[src/rtl/sorted_set_insert_defines.svh]
// Assertion macros shared by the sorted set RTL.
// Depends on nothing; included by the controller and the datapath.
`ifndef SORTED_SET_INSERT_DEFINES_SVH
`define SORTED_SET_INSERT_DEFINES_SVH

`ifndef SYNTHESIS
// Same-cycle implication, disabled while reset is asserted.
`define SSI_ASSERT_IMP(label, clk, rst_n, ante, cons, msg) \
	label: assert property (@(posedge clk) disable iff (!rst_n) (ante) |-> (cons)) \
		else $error(msg);
// Next-cycle implication, disabled while reset is asserted.
`define SSI_ASSERT_NXT(label, clk, rst_n, ante, cons, msg) \
	label: assert property (@(posedge clk) disable iff (!rst_n) (ante) |=> (cons)) \
		else $error(msg);
`else
`define SSI_ASSERT_IMP(label, clk, rst_n, ante, cons, msg)
`define SSI_ASSERT_NXT(label, clk, rst_n, ante, cons, msg)
`endif

`endif

[src/rtl/ssi_pkg.sv]
// Package for the sorted set block: sizes, field types, codes and the
// command and status structs between controller and datapath. No dependencies.
package ssi_pkg;

	// Store size and derived widths.
	localparam int CAPACITY = 64;
	localparam int IDX_W = (CAPACITY > 1) ? $clog2(CAPACITY) : 1;
	localparam int CNT_W = $clog2(CAPACITY + 1);

	// Fixed field widths.
	localparam int KIND_W = 2;
	localparam int VALUE_W = 32;
	localparam int INDEX_W = 6;
	localparam int STATUS_W = 3;
	localparam int POS_W = 7;
	localparam int SIZE_W = 7;

	typedef logic [KIND_W-1:0] kind_t;
	typedef logic [STATUS_W-1:0] status_t;

	// Item kinds.
	localparam kind_t KIND_INSERT = 2'd0;
	localparam kind_t KIND_READ = 2'd1;
	localparam kind_t KIND_CLEAR = 2'd2;

	// Result status codes.
	localparam status_t ST_INSERTED = 3'd0;
	localparam status_t ST_DUPLICATE = 3'd1;
	localparam status_t ST_FULL = 3'd2;
	localparam status_t ST_READ_OK = 3'd3;
	localparam status_t ST_EMPTY = 3'd4;

	// Walk pointer operations.
	typedef enum logic [2:0] {
		PTR_HOLD,
		PTR_ZERO,
		PTR_COUNT,
		PTR_INC,
		PTR_DEC
	} ptr_op_t;

	// Memory read address sources.
	typedef enum logic [1:0] {
		RD_PTR,
		RD_PTR_M1,
		RD_INDEX
	} rd_sel_t;

	// Result position sources.
	typedef enum logic [1:0] {
		POS_PTR,
		POS_SAVED,
		POS_INDEX,
		POS_ZERO
	} pos_sel_t;

	// Commands from the controller to the datapath.
	typedef struct packed {
		logic in_ready;
		logic in_take;
		ptr_op_t ptr_op;
		logic rd_en;
		rd_sel_t rd_sel;
		logic wr_en;
		logic wr_val;
		logic pos_load;
		logic cnt_inc;
		logic cnt_clr;
		logic res_set;
		status_t res_status;
		pos_sel_t res_pos;
		logic res_use_rd;
		logic out_load;
	} ssi_cmd_t;

	// Status from the datapath to the controller.
	typedef struct packed {
		logic in_valid;
		kind_t in_kind;
		logic ptr_eq_count;
		logic ptr_eq_pos;
		logic full;
		logic idx_lt_count;
		logic rd_lt_val;
		logic rd_eq_val;
		logic out_free;
	} ssi_sts_t;

endpackage

[src/rtl/ssi_if.sv]
// Handshake interfaces for the request and response channels of the sorted set.
// Depends on ssi_pkg for the field widths.
interface ssi_req_if;
	logic valid;
	logic ready;
	logic [ssi_pkg::KIND_W-1:0] kind;
	logic signed [ssi_pkg::VALUE_W-1:0] value;
	logic [ssi_pkg::INDEX_W-1:0] index;

	modport source(output valid, kind, value, index, input ready);
	modport sink(input valid, kind, value, index, output ready);
endinterface

interface ssi_rsp_if;
	logic valid;
	logic ready;
	logic [ssi_pkg::STATUS_W-1:0] status;
	logic [ssi_pkg::POS_W-1:0] position;
	logic signed [ssi_pkg::VALUE_W-1:0] entry_value;
	logic [ssi_pkg::SIZE_W-1:0] set_size;

	modport source(output valid, status, position, entry_value, set_size, input ready);
	modport sink(input valid, status, position, entry_value, set_size, output ready);
endinterface

[src/rtl/ssi_ctrl.sv]
// Controller state machine of the sorted set: sequences search, shift, read
// and result hand-off. Depends on ssi_pkg and the assertion macro header.
`include "sorted_set_insert_defines.svh"

module ssi_ctrl (
	input  logic              clk,
	input  logic              arst_n,
	input  ssi_pkg::ssi_sts_t sts,
	output ssi_pkg::ssi_cmd_t cmd
);

	typedef enum logic [7:0] {
		S_IDLE     = 8'b0000_0001,
		S_SRCH_RD  = 8'b0000_0010,
		S_SRCH_CMP = 8'b0000_0100,
		S_SHIFT_RD = 8'b0000_1000,
		S_SHIFT_WR = 8'b0001_0000,
		S_READ     = 8'b0010_0000,
		S_RD_WAIT  = 8'b0100_0000,
		S_DONE     = 8'b1000_0000
	} state_t;

	state_t state_q;
	state_t state_d;

	// Next state and command decode.
	always_comb begin
		state_d = state_q;
		cmd = '0;
		cmd.ptr_op = ssi_pkg::PTR_HOLD;
		cmd.rd_sel = ssi_pkg::RD_PTR;
		cmd.res_pos = ssi_pkg::POS_ZERO;
		cmd.res_status = ssi_pkg::ST_EMPTY;
		case (state_q)
			S_IDLE: begin
				cmd.in_ready = 1'b1;
				if (sts.in_valid) begin
					cmd.in_take = 1'b1;
					if (sts.in_kind == ssi_pkg::KIND_INSERT) begin
						cmd.ptr_op = ssi_pkg::PTR_ZERO;
						state_d = S_SRCH_RD;
					end else if (sts.in_kind == ssi_pkg::KIND_READ) begin
						state_d = S_READ;
					end else begin
						// Clear empties the set; the unused kind only reports.
						cmd.cnt_clr = (sts.in_kind == ssi_pkg::KIND_CLEAR);
						cmd.res_set = 1'b1;
						cmd.res_status = ssi_pkg::ST_EMPTY;
						cmd.res_pos = ssi_pkg::POS_ZERO;
						state_d = S_DONE;
					end
				end
			end
			S_SRCH_RD: begin
				if (sts.ptr_eq_count) begin
					// Every stored entry is smaller: the value goes on top.
					if (sts.full) begin
						cmd.res_set = 1'b1;
						cmd.res_status = ssi_pkg::ST_FULL;
						cmd.res_pos = ssi_pkg::POS_ZERO;
						state_d = S_DONE;
					end else begin
						cmd.pos_load = 1'b1;
						state_d = S_SHIFT_RD;
					end
				end else begin
					cmd.rd_en = 1'b1;
					cmd.rd_sel = ssi_pkg::RD_PTR;
					state_d = S_SRCH_CMP;
				end
			end
			S_SRCH_CMP: begin
				if (sts.rd_lt_val) begin
					cmd.ptr_op = ssi_pkg::PTR_INC;
					state_d = S_SRCH_RD;
				end else if (sts.rd_eq_val) begin
					cmd.res_set = 1'b1;
					cmd.res_status = ssi_pkg::ST_DUPLICATE;
					cmd.res_pos = ssi_pkg::POS_PTR;
					state_d = S_DONE;
				end else if (sts.full) begin
					cmd.res_set = 1'b1;
					cmd.res_status = ssi_pkg::ST_FULL;
					cmd.res_pos = ssi_pkg::POS_ZERO;
					state_d = S_DONE;
				end else begin
					// Insert point found; shift from the top down to it.
					cmd.pos_load = 1'b1;
					cmd.ptr_op = ssi_pkg::PTR_COUNT;
					state_d = S_SHIFT_RD;
				end
			end
			S_SHIFT_RD: begin
				if (sts.ptr_eq_pos) begin
					cmd.wr_en = 1'b1;
					cmd.wr_val = 1'b1;
					cmd.cnt_inc = 1'b1;
					cmd.res_set = 1'b1;
					cmd.res_status = ssi_pkg::ST_INSERTED;
					cmd.res_pos = ssi_pkg::POS_SAVED;
					state_d = S_DONE;
				end else begin
					cmd.rd_en = 1'b1;
					cmd.rd_sel = ssi_pkg::RD_PTR_M1;
					state_d = S_SHIFT_WR;
				end
			end
			S_SHIFT_WR: begin
				cmd.wr_en = 1'b1;
				cmd.ptr_op = ssi_pkg::PTR_DEC;
				state_d = S_SHIFT_RD;
			end
			S_READ: begin
				if (sts.idx_lt_count) begin
					cmd.rd_en = 1'b1;
					cmd.rd_sel = ssi_pkg::RD_INDEX;
					state_d = S_RD_WAIT;
				end else begin
					cmd.res_set = 1'b1;
					cmd.res_status = ssi_pkg::ST_EMPTY;
					cmd.res_pos = ssi_pkg::POS_INDEX;
					state_d = S_DONE;
				end
			end
			S_RD_WAIT: begin
				cmd.res_set = 1'b1;
				cmd.res_status = ssi_pkg::ST_READ_OK;
				cmd.res_pos = ssi_pkg::POS_INDEX;
				cmd.res_use_rd = 1'b1;
				state_d = S_DONE;
			end
			S_DONE: begin
				// Hand the result to the output register once it is free.
				if (sts.out_free) begin
					cmd.out_load = 1'b1;
					state_d = S_IDLE;
				end
			end
			default: begin
				state_d = S_IDLE;
			end
		endcase
	end

	// State register.
	always_ff @(posedge clk or negedge arst_n) begin
		if (!arst_n) begin
			state_q <= S_IDLE;
		end else begin
			state_q <= state_d;
		end
	end

	`SSI_ASSERT_NXT(a_take_leaves_idle, clk, arst_n, cmd.in_take, state_q != S_IDLE, "accepted transaction did not start work")
	`SSI_ASSERT_NXT(a_done_releases, clk, arst_n, (state_q == S_DONE) && sts.out_free, state_q == S_IDLE, "finished item did not return to idle")

endmodule

[src/rtl/ssi_datapath.sv]
// Datapath of the sorted set: entry memory, walk pointer, count, result
// staging and output register. Depends on ssi_pkg, the interfaces and macros.
`include "sorted_set_insert_defines.svh"

module ssi_datapath (
	input  logic              clk,
	input  logic              arst_n,
	input  ssi_pkg::ssi_cmd_t cmd,
	output ssi_pkg::ssi_sts_t sts,
	ssi_req_if.sink           req,
	ssi_rsp_if.source         rsp
);

	localparam int CMP_W = (ssi_pkg::CNT_W > ssi_pkg::INDEX_W) ?
		ssi_pkg::CNT_W : ssi_pkg::INDEX_W;

	logic signed [ssi_pkg::VALUE_W-1:0] sorted_q [ssi_pkg::CAPACITY];
	logic signed [ssi_pkg::VALUE_W-1:0] rd_data_q;
	logic signed [ssi_pkg::VALUE_W-1:0] val_q;
	logic [ssi_pkg::INDEX_W-1:0] idx_q;
	logic [ssi_pkg::CNT_W-1:0] ptr_q;
	logic [ssi_pkg::CNT_W-1:0] ptr_m1;
	logic [ssi_pkg::CNT_W-1:0] pos_q;
	logic [ssi_pkg::CNT_W-1:0] count_q;
	logic [ssi_pkg::IDX_W-1:0] rd_addr;
	logic [ssi_pkg::IDX_W-1:0] wr_addr;
	ssi_pkg::status_t res_status_q;
	logic [ssi_pkg::POS_W-1:0] res_pos_q;
	logic [ssi_pkg::POS_W-1:0] res_pos_d;
	logic signed [ssi_pkg::VALUE_W-1:0] res_value_q;
	logic out_valid_q;
	ssi_pkg::status_t out_status_q;
	logic [ssi_pkg::POS_W-1:0] out_pos_q;
	logic signed [ssi_pkg::VALUE_W-1:0] out_value_q;
	logic [ssi_pkg::SIZE_W-1:0] out_size_q;

	// Input latch for the accepted transaction.
	always_ff @(posedge clk) begin
		if (cmd.in_take) begin
			val_q <= req.value;
			idx_q <= req.index;
		end
	end

	// Walk pointer and saved insert position.
	assign ptr_m1 = ptr_q - ssi_pkg::CNT_W'(1);

	always_ff @(posedge clk or negedge arst_n) begin
		if (!arst_n) begin
			ptr_q <= '0;
		end else begin
			case (cmd.ptr_op)
				ssi_pkg::PTR_ZERO: ptr_q <= '0;
				ssi_pkg::PTR_COUNT: ptr_q <= count_q;
				ssi_pkg::PTR_INC: ptr_q <= ptr_q + ssi_pkg::CNT_W'(1);
				ssi_pkg::PTR_DEC: ptr_q <= ptr_m1;
				default: ptr_q <= ptr_q;
			endcase
		end
	end

	always_ff @(posedge clk) begin
		if (cmd.pos_load) begin
			pos_q <= ptr_q;
		end
	end

	// Entry count.
	always_ff @(posedge clk or negedge arst_n) begin
		if (!arst_n) begin
			count_q <= '0;
		end else if (cmd.cnt_clr) begin
			count_q <= '0;
		end else if (cmd.cnt_inc) begin
			count_q <= count_q + ssi_pkg::CNT_W'(1);
		end
	end

	// Entry memory: one write and one registered read per cycle.
	always_comb begin
		case (cmd.rd_sel)
			ssi_pkg::RD_PTR_M1: rd_addr = ptr_m1[ssi_pkg::IDX_W-1:0];
			ssi_pkg::RD_INDEX: rd_addr = ssi_pkg::IDX_W'(idx_q);
			default: rd_addr = ptr_q[ssi_pkg::IDX_W-1:0];
		endcase
	end

	assign wr_addr = ptr_q[ssi_pkg::IDX_W-1:0];

	always_ff @(posedge clk) begin
		if (cmd.wr_en) begin
			sorted_q[wr_addr] <= cmd.wr_val ? val_q : rd_data_q;
		end
		if (cmd.rd_en) begin
			rd_data_q <= sorted_q[rd_addr];
		end
	end

	// Result staging.
	always_comb begin
		case (cmd.res_pos)
			ssi_pkg::POS_PTR: res_pos_d = ssi_pkg::POS_W'(ptr_q);
			ssi_pkg::POS_SAVED: res_pos_d = ssi_pkg::POS_W'(pos_q);
			ssi_pkg::POS_INDEX: res_pos_d = ssi_pkg::POS_W'(idx_q);
			default: res_pos_d = '0;
		endcase
	end

	always_ff @(posedge clk) begin
		if (cmd.res_set) begin
			res_status_q <= cmd.res_status;
			res_pos_q <= res_pos_d;
			res_value_q <= cmd.res_use_rd ? rd_data_q : '0;
		end
	end

	// Output register; the size is taken after the item has updated the count.
	always_ff @(posedge clk or negedge arst_n) begin
		if (!arst_n) begin
			out_valid_q <= 1'b0;
		end else if (cmd.out_load) begin
			out_valid_q <= 1'b1;
		end else if (rsp.ready) begin
			out_valid_q <= 1'b0;
		end
	end

	always_ff @(posedge clk) begin
		if (cmd.out_load) begin
			out_status_q <= res_status_q;
			out_pos_q <= res_pos_q;
			out_value_q <= res_value_q;
			out_size_q <= ssi_pkg::SIZE_W'(count_q);
		end
	end

	assign req.ready = cmd.in_ready;
	assign rsp.valid = out_valid_q;
	assign rsp.status = out_status_q;
	assign rsp.position = out_pos_q;
	assign rsp.entry_value = out_value_q;
	assign rsp.set_size = out_size_q;

	// Status back to the controller.
	always_comb begin
		sts.in_valid = req.valid;
		sts.in_kind = req.kind;
		sts.ptr_eq_count = (ptr_q == count_q);
		sts.ptr_eq_pos = (ptr_q == pos_q);
		sts.full = (count_q == ssi_pkg::CNT_W'(ssi_pkg::CAPACITY));
		sts.idx_lt_count = (CMP_W'(idx_q) < CMP_W'(count_q));
		sts.rd_lt_val = (rd_data_q < val_q);
		sts.rd_eq_val = (rd_data_q == val_q);
		sts.out_free = !out_valid_q || rsp.ready;
	end

	`SSI_ASSERT_IMP(a_count_bound, clk, arst_n, 1'b1, count_q <= ssi_pkg::CNT_W'(ssi_pkg::CAPACITY), "entry count above capacity")
	`SSI_ASSERT_NXT(a_count_step, clk, arst_n, cmd.cnt_inc, count_q == ssi_pkg::CNT_W'($past(count_q) + 1'b1), "insert did not grow the count by one")
	`SSI_ASSERT_IMP(a_no_overwrite, clk, arst_n, cmd.out_load, !out_valid_q || rsp.ready, "pending result overwritten")

endmodule

[src/rtl/sorted_set_insert.sv]
// Sorted set of distinct signed 32-bit values in a store of CAPACITY entries.
// Request channel req carries kind, value and index; response channel rsp
// carries status, position, entry_value and set_size, one response per request.
// A request is taken while the block is idle; one item is worked at a time.
// The single read port of the entry memory sets the pace of an insert: the
// search reads one smaller entry at a time, then the shift moves one larger
// entry at a time.
// A duplicate or a full store is reported once the search reaches the value's
// sorted position.
// The response sits in an output register, so the next request is accepted
// while the previous response waits; a stalled receiver holds the block in its
// final step only when a second response is ready to replace the first.
// Reset empties the set at once; the entry memory is not cleared, because
// entries at or above the count are never read.
// Depends on ssi_pkg, the interfaces, ssi_ctrl and ssi_datapath.
module sorted_set_insert (
	input  logic      clk,
	input  logic      arst_n,
	ssi_req_if.sink   req,
	ssi_rsp_if.source rsp
);

	ssi_pkg::ssi_cmd_t cmd;
	ssi_pkg::ssi_sts_t sts;

	// Sequencer.
	ssi_ctrl u_ctrl (
		.clk    (clk),
		.arst_n (arst_n),
		.sts    (sts),
		.cmd    (cmd)
	);

	// Storage and result path.
	ssi_datapath u_datapath (
		.clk    (clk),
		.arst_n (arst_n),
		.cmd    (cmd),
		.sts    (sts),
		.req    (req),
		.rsp    (rsp)
	);

endmodule
[src/flat_wrapper.sv]
// flat-port wrapper written by rule: the top's interface ports become plain ports
module sorted_set_insert_flat 
  (clk, arst_n, req_valid, req_kind, req_value, req_index, req_ready, rsp_valid, rsp_status, rsp_position, rsp_entry_value, rsp_set_size, rsp_ready);
  ssi_req_if req_i ();
  ssi_rsp_if rsp_i ();
  input  logic clk;
  input  logic arst_n;
  input wire logic [$bits(req_i.valid)-1:0] req_valid;
  input wire logic [$bits(req_i.kind)-1:0] req_kind;
  input wire logic [$bits(req_i.value)-1:0] req_value;
  input wire logic [$bits(req_i.index)-1:0] req_index;
  output wire logic [$bits(req_i.ready)-1:0] req_ready;
  output wire logic [$bits(rsp_i.valid)-1:0] rsp_valid;
  output wire logic [$bits(rsp_i.status)-1:0] rsp_status;
  output wire logic [$bits(rsp_i.position)-1:0] rsp_position;
  output wire logic [$bits(rsp_i.entry_value)-1:0] rsp_entry_value;
  output wire logic [$bits(rsp_i.set_size)-1:0] rsp_set_size;
  input wire logic [$bits(rsp_i.ready)-1:0] rsp_ready;
  assign req_i.valid = req_valid;
  assign req_i.kind = req_kind;
  assign req_i.value = req_value;
  assign req_i.index = req_index;
  assign req_ready = req_i.ready;
  assign rsp_valid = rsp_i.valid;
  assign rsp_status = rsp_i.status;
  assign rsp_position = rsp_i.position;
  assign rsp_entry_value = rsp_i.entry_value;
  assign rsp_set_size = rsp_i.set_size;
  assign rsp_i.ready = rsp_ready;
  sorted_set_insert u_core (.clk(clk), .arst_n(arst_n), .req(req_i), .rsp(rsp_i));
endmodule
[config.mk]
export PLATFORM = sky130hd
export DESIGN_NAME = sorted_set_insert_flat
export DESIGN_NICKNAME = d
export VERILOG_FILES = /design/src/rtl/ssi_pkg.sv /design/src/rtl/ssi_if.sv /design/src/rtl/ssi_ctrl.sv /design/src/rtl/ssi_datapath.sv /design/src/rtl/sorted_set_insert.sv /design/src/flat_wrapper.sv
export VERILOG_INCLUDE_DIRS = /design/src /design/src/rtl
export SDC_FILE = /design/constraint.sdc
export NUM_CORES = 2
export LEC_CHECK = 0
export ABC_CLOCK_PERIOD_IN_PS = 9050
export BUFFER_PORTS_ARGS = -buffer_cell sky130_fd_sc_hd__clkbuf_2
export CORE_UTILIZATION = 25
export DETAILED_ROUTE_END_ITERATION = 8
export GPL_TIMING_DRIVEN = 0
export PLACE_DENSITY = 0.45
export SLEW_MARGIN = 20
export SYNTH_ARGS = -nofsm -noshare
export SYNTH_HDL_FRONTEND = slang
export SYNTH_SLANG_ARGS = --single-unit
export TNS_END_PERCENT = 20
[constraint.sdc]
create_clock -name clk -period 9.05 [get_ports clk]
set_input_delay 0.905 -clock clk [delete_from_list [all_inputs] [get_ports clk]]
set_output_delay 0.905 -clock clk [all_outputs]
set_load 0.1 [all_outputs]
==> reports/metrics.cfg <==
[yosys]
synthCells=4341
async_flop_share_pct=1.03
synth-seq-cells=2239
synth_nets=4428
synth_edf_count=2216
synth_seq_area_share_pct=76.9
syn_avg_cell_area_um2=20.1
synthFlopType=edfxtp_1
synth.distinct_cells=67
syn_area_um2=87200
yosysWarnings=0

[timing]
fin_skew_ns=0.0661
max-slew-margin-rel_pct=7.98
worst_pin_slew_ns=1.37
worst_slack_ns=1.41
rsz0062_at_grt=false
setup_viol=0
layout_min_cycle_time_ns=7.64
finalCritPeriodShare_pct=84.5
timing.final.hold_violations=0
holdWs_ns=0.189
drv_slew=0
fmax_mhz=131

[run_status]
status=finished clean

[final_layout]
final_cells=9540
area_delta_synth_final_pct=19.4
final_area_um2=104000
register_area_um2=67100
fillers=33800
drive_above_1_share_pct=25.5
multi_input_comb_area_um2=19500
fin_nets=4874

[worst_setup_path]
crit_path_end_kind=flop
crit_type=reg2reg
cp-endpoint=u_core.u_datapath.rd_data_q[13]
rr_worst_depth=17
reg2reg_slack_ns=1.41
cp_max_fo=10
rr_startpoint=u_core.u_datapath.count_q[3]
rr_endpoint=u_core.u_datapath.rd_data_q[13]
required_ns=9.54
cp.arrival_ns=8.14
worstSetupStartpointType=flop
cp-startpoint=u_core.u_datapath.count_q[3]

[place]
placed_cell_area_um2=97000
portBuffers=94
hpwl_um=178000
gp_congestion=0.938
pre_cts_slack_ns=1.81
dp.cells=9132

[floorplanning]
die_area_um2=351000
initial_core_util_pct=25.2
io_pins=95
row_count=216
coreArea_um2=347000
chipWidth_um=593
die_height_um=593

[drt]
ant_nets=0
drc=0
drt-pass1-iter-count=5
wl_met2_um=122000
top_layer_used=met4
num_vias=44000
wl_met1_um=113000
wl_per_cell_um=27.1
wl_met3_um=13700
vias_per_cell=4.61
first_iter_violations=3988
wirelength_um=259000

[cts]
root_buffer=clkbuf_16
cts_htree_levels=4
clock_latency_ns=0.89
cts_tree=built
clk_path_buf_depth=4
cts.sinks=2239
clk_pin_slew_worst_paths_ns=0.06
cts_buffers=230
cts_resized=0

[hold_path]
min-delay-start=req_index[3]
hp-class=in2reg

[pwr]
peakVddDrop_mv=0.177
finalPower_mw=31.8
power.leakage_nw=32.7
power_density_nw_per_um2=305

[grt]
grt_max_degree=65
grt_pass1_vias=44900
grt-ovfl-total=0
grtUsageTotal_pct=14.5
antenna_found_initial=10
grt_pass1_wl_um=359000

[run]
cap_violations=0

-- flip-flops by register name, indices dropped and copies added, names as in the netlist, 3 cells and up --
signal / flops
u_core.u_ctrl.state_q: 8
u_core.u_datapath.count_q: 7
u_core.u_datapath.idx_q: 6
u_core.u_datapath.pos_q: 7
u_core.u_datapath.ptr_q: 7
u_core.u_datapath.rd_data_q: 32
u_core.u_datapath.res_pos_q: 7
u_core.u_datapath.res_status_q: 3
u_core.u_datapath.res_value_q: 32
u_core.u_datapath.rsp.entry_value: 32
u_core.u_datapath.rsp.position: 7
u_core.u_datapath.rsp.set_size: 7
u_core.u_datapath.rsp.status: 3
u_core.u_datapath.sorted_q: 2048
u_core.u_datapath.val_q: 32
-- per-stage QoR --
step | utilization, % | TNS, ns
detailed placement | 28.0 | 0
CTS | 30.0 | 0
finish | 30.0 | 0
global placement | 26.9 | -42.14
global route | 30.0 | 0
floorplan | - | 0
-- worst max-delay path, stage by stage, from the launching register on --
cell      delay [ns]
dfrtp_1         0.34
clkbuf_1        0.40
inv_1           0.09
ha_1            0.19
a21o_1          0.17
a21oi_1         0.15
o22ai_1         0.11
nand2b_1        0.28
ha_1            0.52
clkbuf_1        0.38
a21oi_1         0.10
o22ai_2         0.54
buf_2           0.65
clkbuf_1        0.90
clkbuf_1        0.51
a31oi_1         0.53
a22oi_1         0.82
o221ai_1        0.52
-- kinds of logic (layout without fill, tap and decap cells) --
family | count (synthesis) | count (layout) | synth area share [%]
buffers and inverters | 286 | 897 | 1.44
adders and majority gates | 43 | 43 | 0.617
and+or+nand+nor | 848 | 848 | 4.33
xor gates and xnor gates | 23 | 23 | 0.231
DFF | 2239 | 2239 | 76.9
muxes | 546 | 546 | 13.7
other | 0 | 10 | 0
AOI/OAI and AO/OA | 356 | 356 | 2.78
-- synthesized netlist by cell type, types with 35 or more instances --
cell | n | area share (%)
edfxtp_1 | 2216 | 76
mux4_2 | 512 | 13
nand2_1 | 487 | 2.1
clkbuf_1 | 107 | 0.46
and2_1 | 105 | 0.75
nor2_1 | 101 | 0.43
nand3_1 | 82 | 0.47
buf_2 | 79 | 0.45
o21ai_0 | 75 | 0.43
a31oi_1 | 70 | 0.50
a211oi_1 | 69 | 0.59
inv_1 | 51 | 0.22
ha_1 | 43 | 0.62
a22oi_1 | 35 | 0.30
o221ai_1 | 35 | 0.35
-- cell type report --
class                           count  area share [%]
Buffer                            234            1.03
Sequential cell                  2239            64.5
Clock buffer                      287            5.82
Antenna cell                       10          0.0240
Tap cell                         4578            5.50
Timing Repair Buffer              214            3.22
Multi-Input combinational cell   1816            18.8
Clock inverter                    110            1.01
Inverter                           52           0.187
-- what timing repair did --
item / 4_1_cts / 5_1_grt
buffers inserted: 0 / 0
hold buffers: 1 / 0
hold endpoints to repair: 2 / 0
-- layout by cell type, fill, tap and decap left out, drive strengths merged, types with 7 or more instances in the layout --
cell / count
edfxtp: 2216
mux4: 512
nand2: 488
clkbuf: 488
buf: 246
and2: 105
nor2: 102
clkinv: 84
nand3: 83
o21ai: 83
a211oi: 72
a31oi: 70
inv: 56
ha: 43
a22oi: 35
o221ai: 35
mux2: 31
a21oi: 25
dfrtp: 22
bufinv: 19
xnor2: 14
nand4: 14
diode: 10
xor2: 9
a21o: 8
nor3: 8
nor4: 7
or3: 7
-- power breakdown --
group / total (mW) / switching [mW] / internal, mW
clock network: 9.23 / 3.98 / 5.25
registers: 12.0 / 0.132 / 11.8
logic: 10.6 / 7.18 / 3.44
total: 31.8 / 11.3 / 20.5
-- worst min path at each step --
stage / depth (start not counted) / endpoint
2_1_floorplan: 0 / u_core.u_datapath.rsp.entry_value[0]
3_3_place_gp: 0 / u_core.u_datapath.rsp.entry_value[10]
3_5_place_dp: 0 / u_core.u_datapath.rsp.entry_value[22]
4_1_cts: 1 / u_core.u_datapath.idx_q[3]
5_1_grt: 1 / u_core.u_datapath.idx_q[3]
6_report: 1 / u_core.u_datapath.idx_q[3]
-- per-layer routing --
layer / track usage [%] / vias up
met4: 5.26 / 0
met2: 23.6 / 1262
met1: 19.7 / 23800
met5: 0 / -
li1: - / 18600
met3: 2.15 / 335
(Power assumes the default switching activity.)
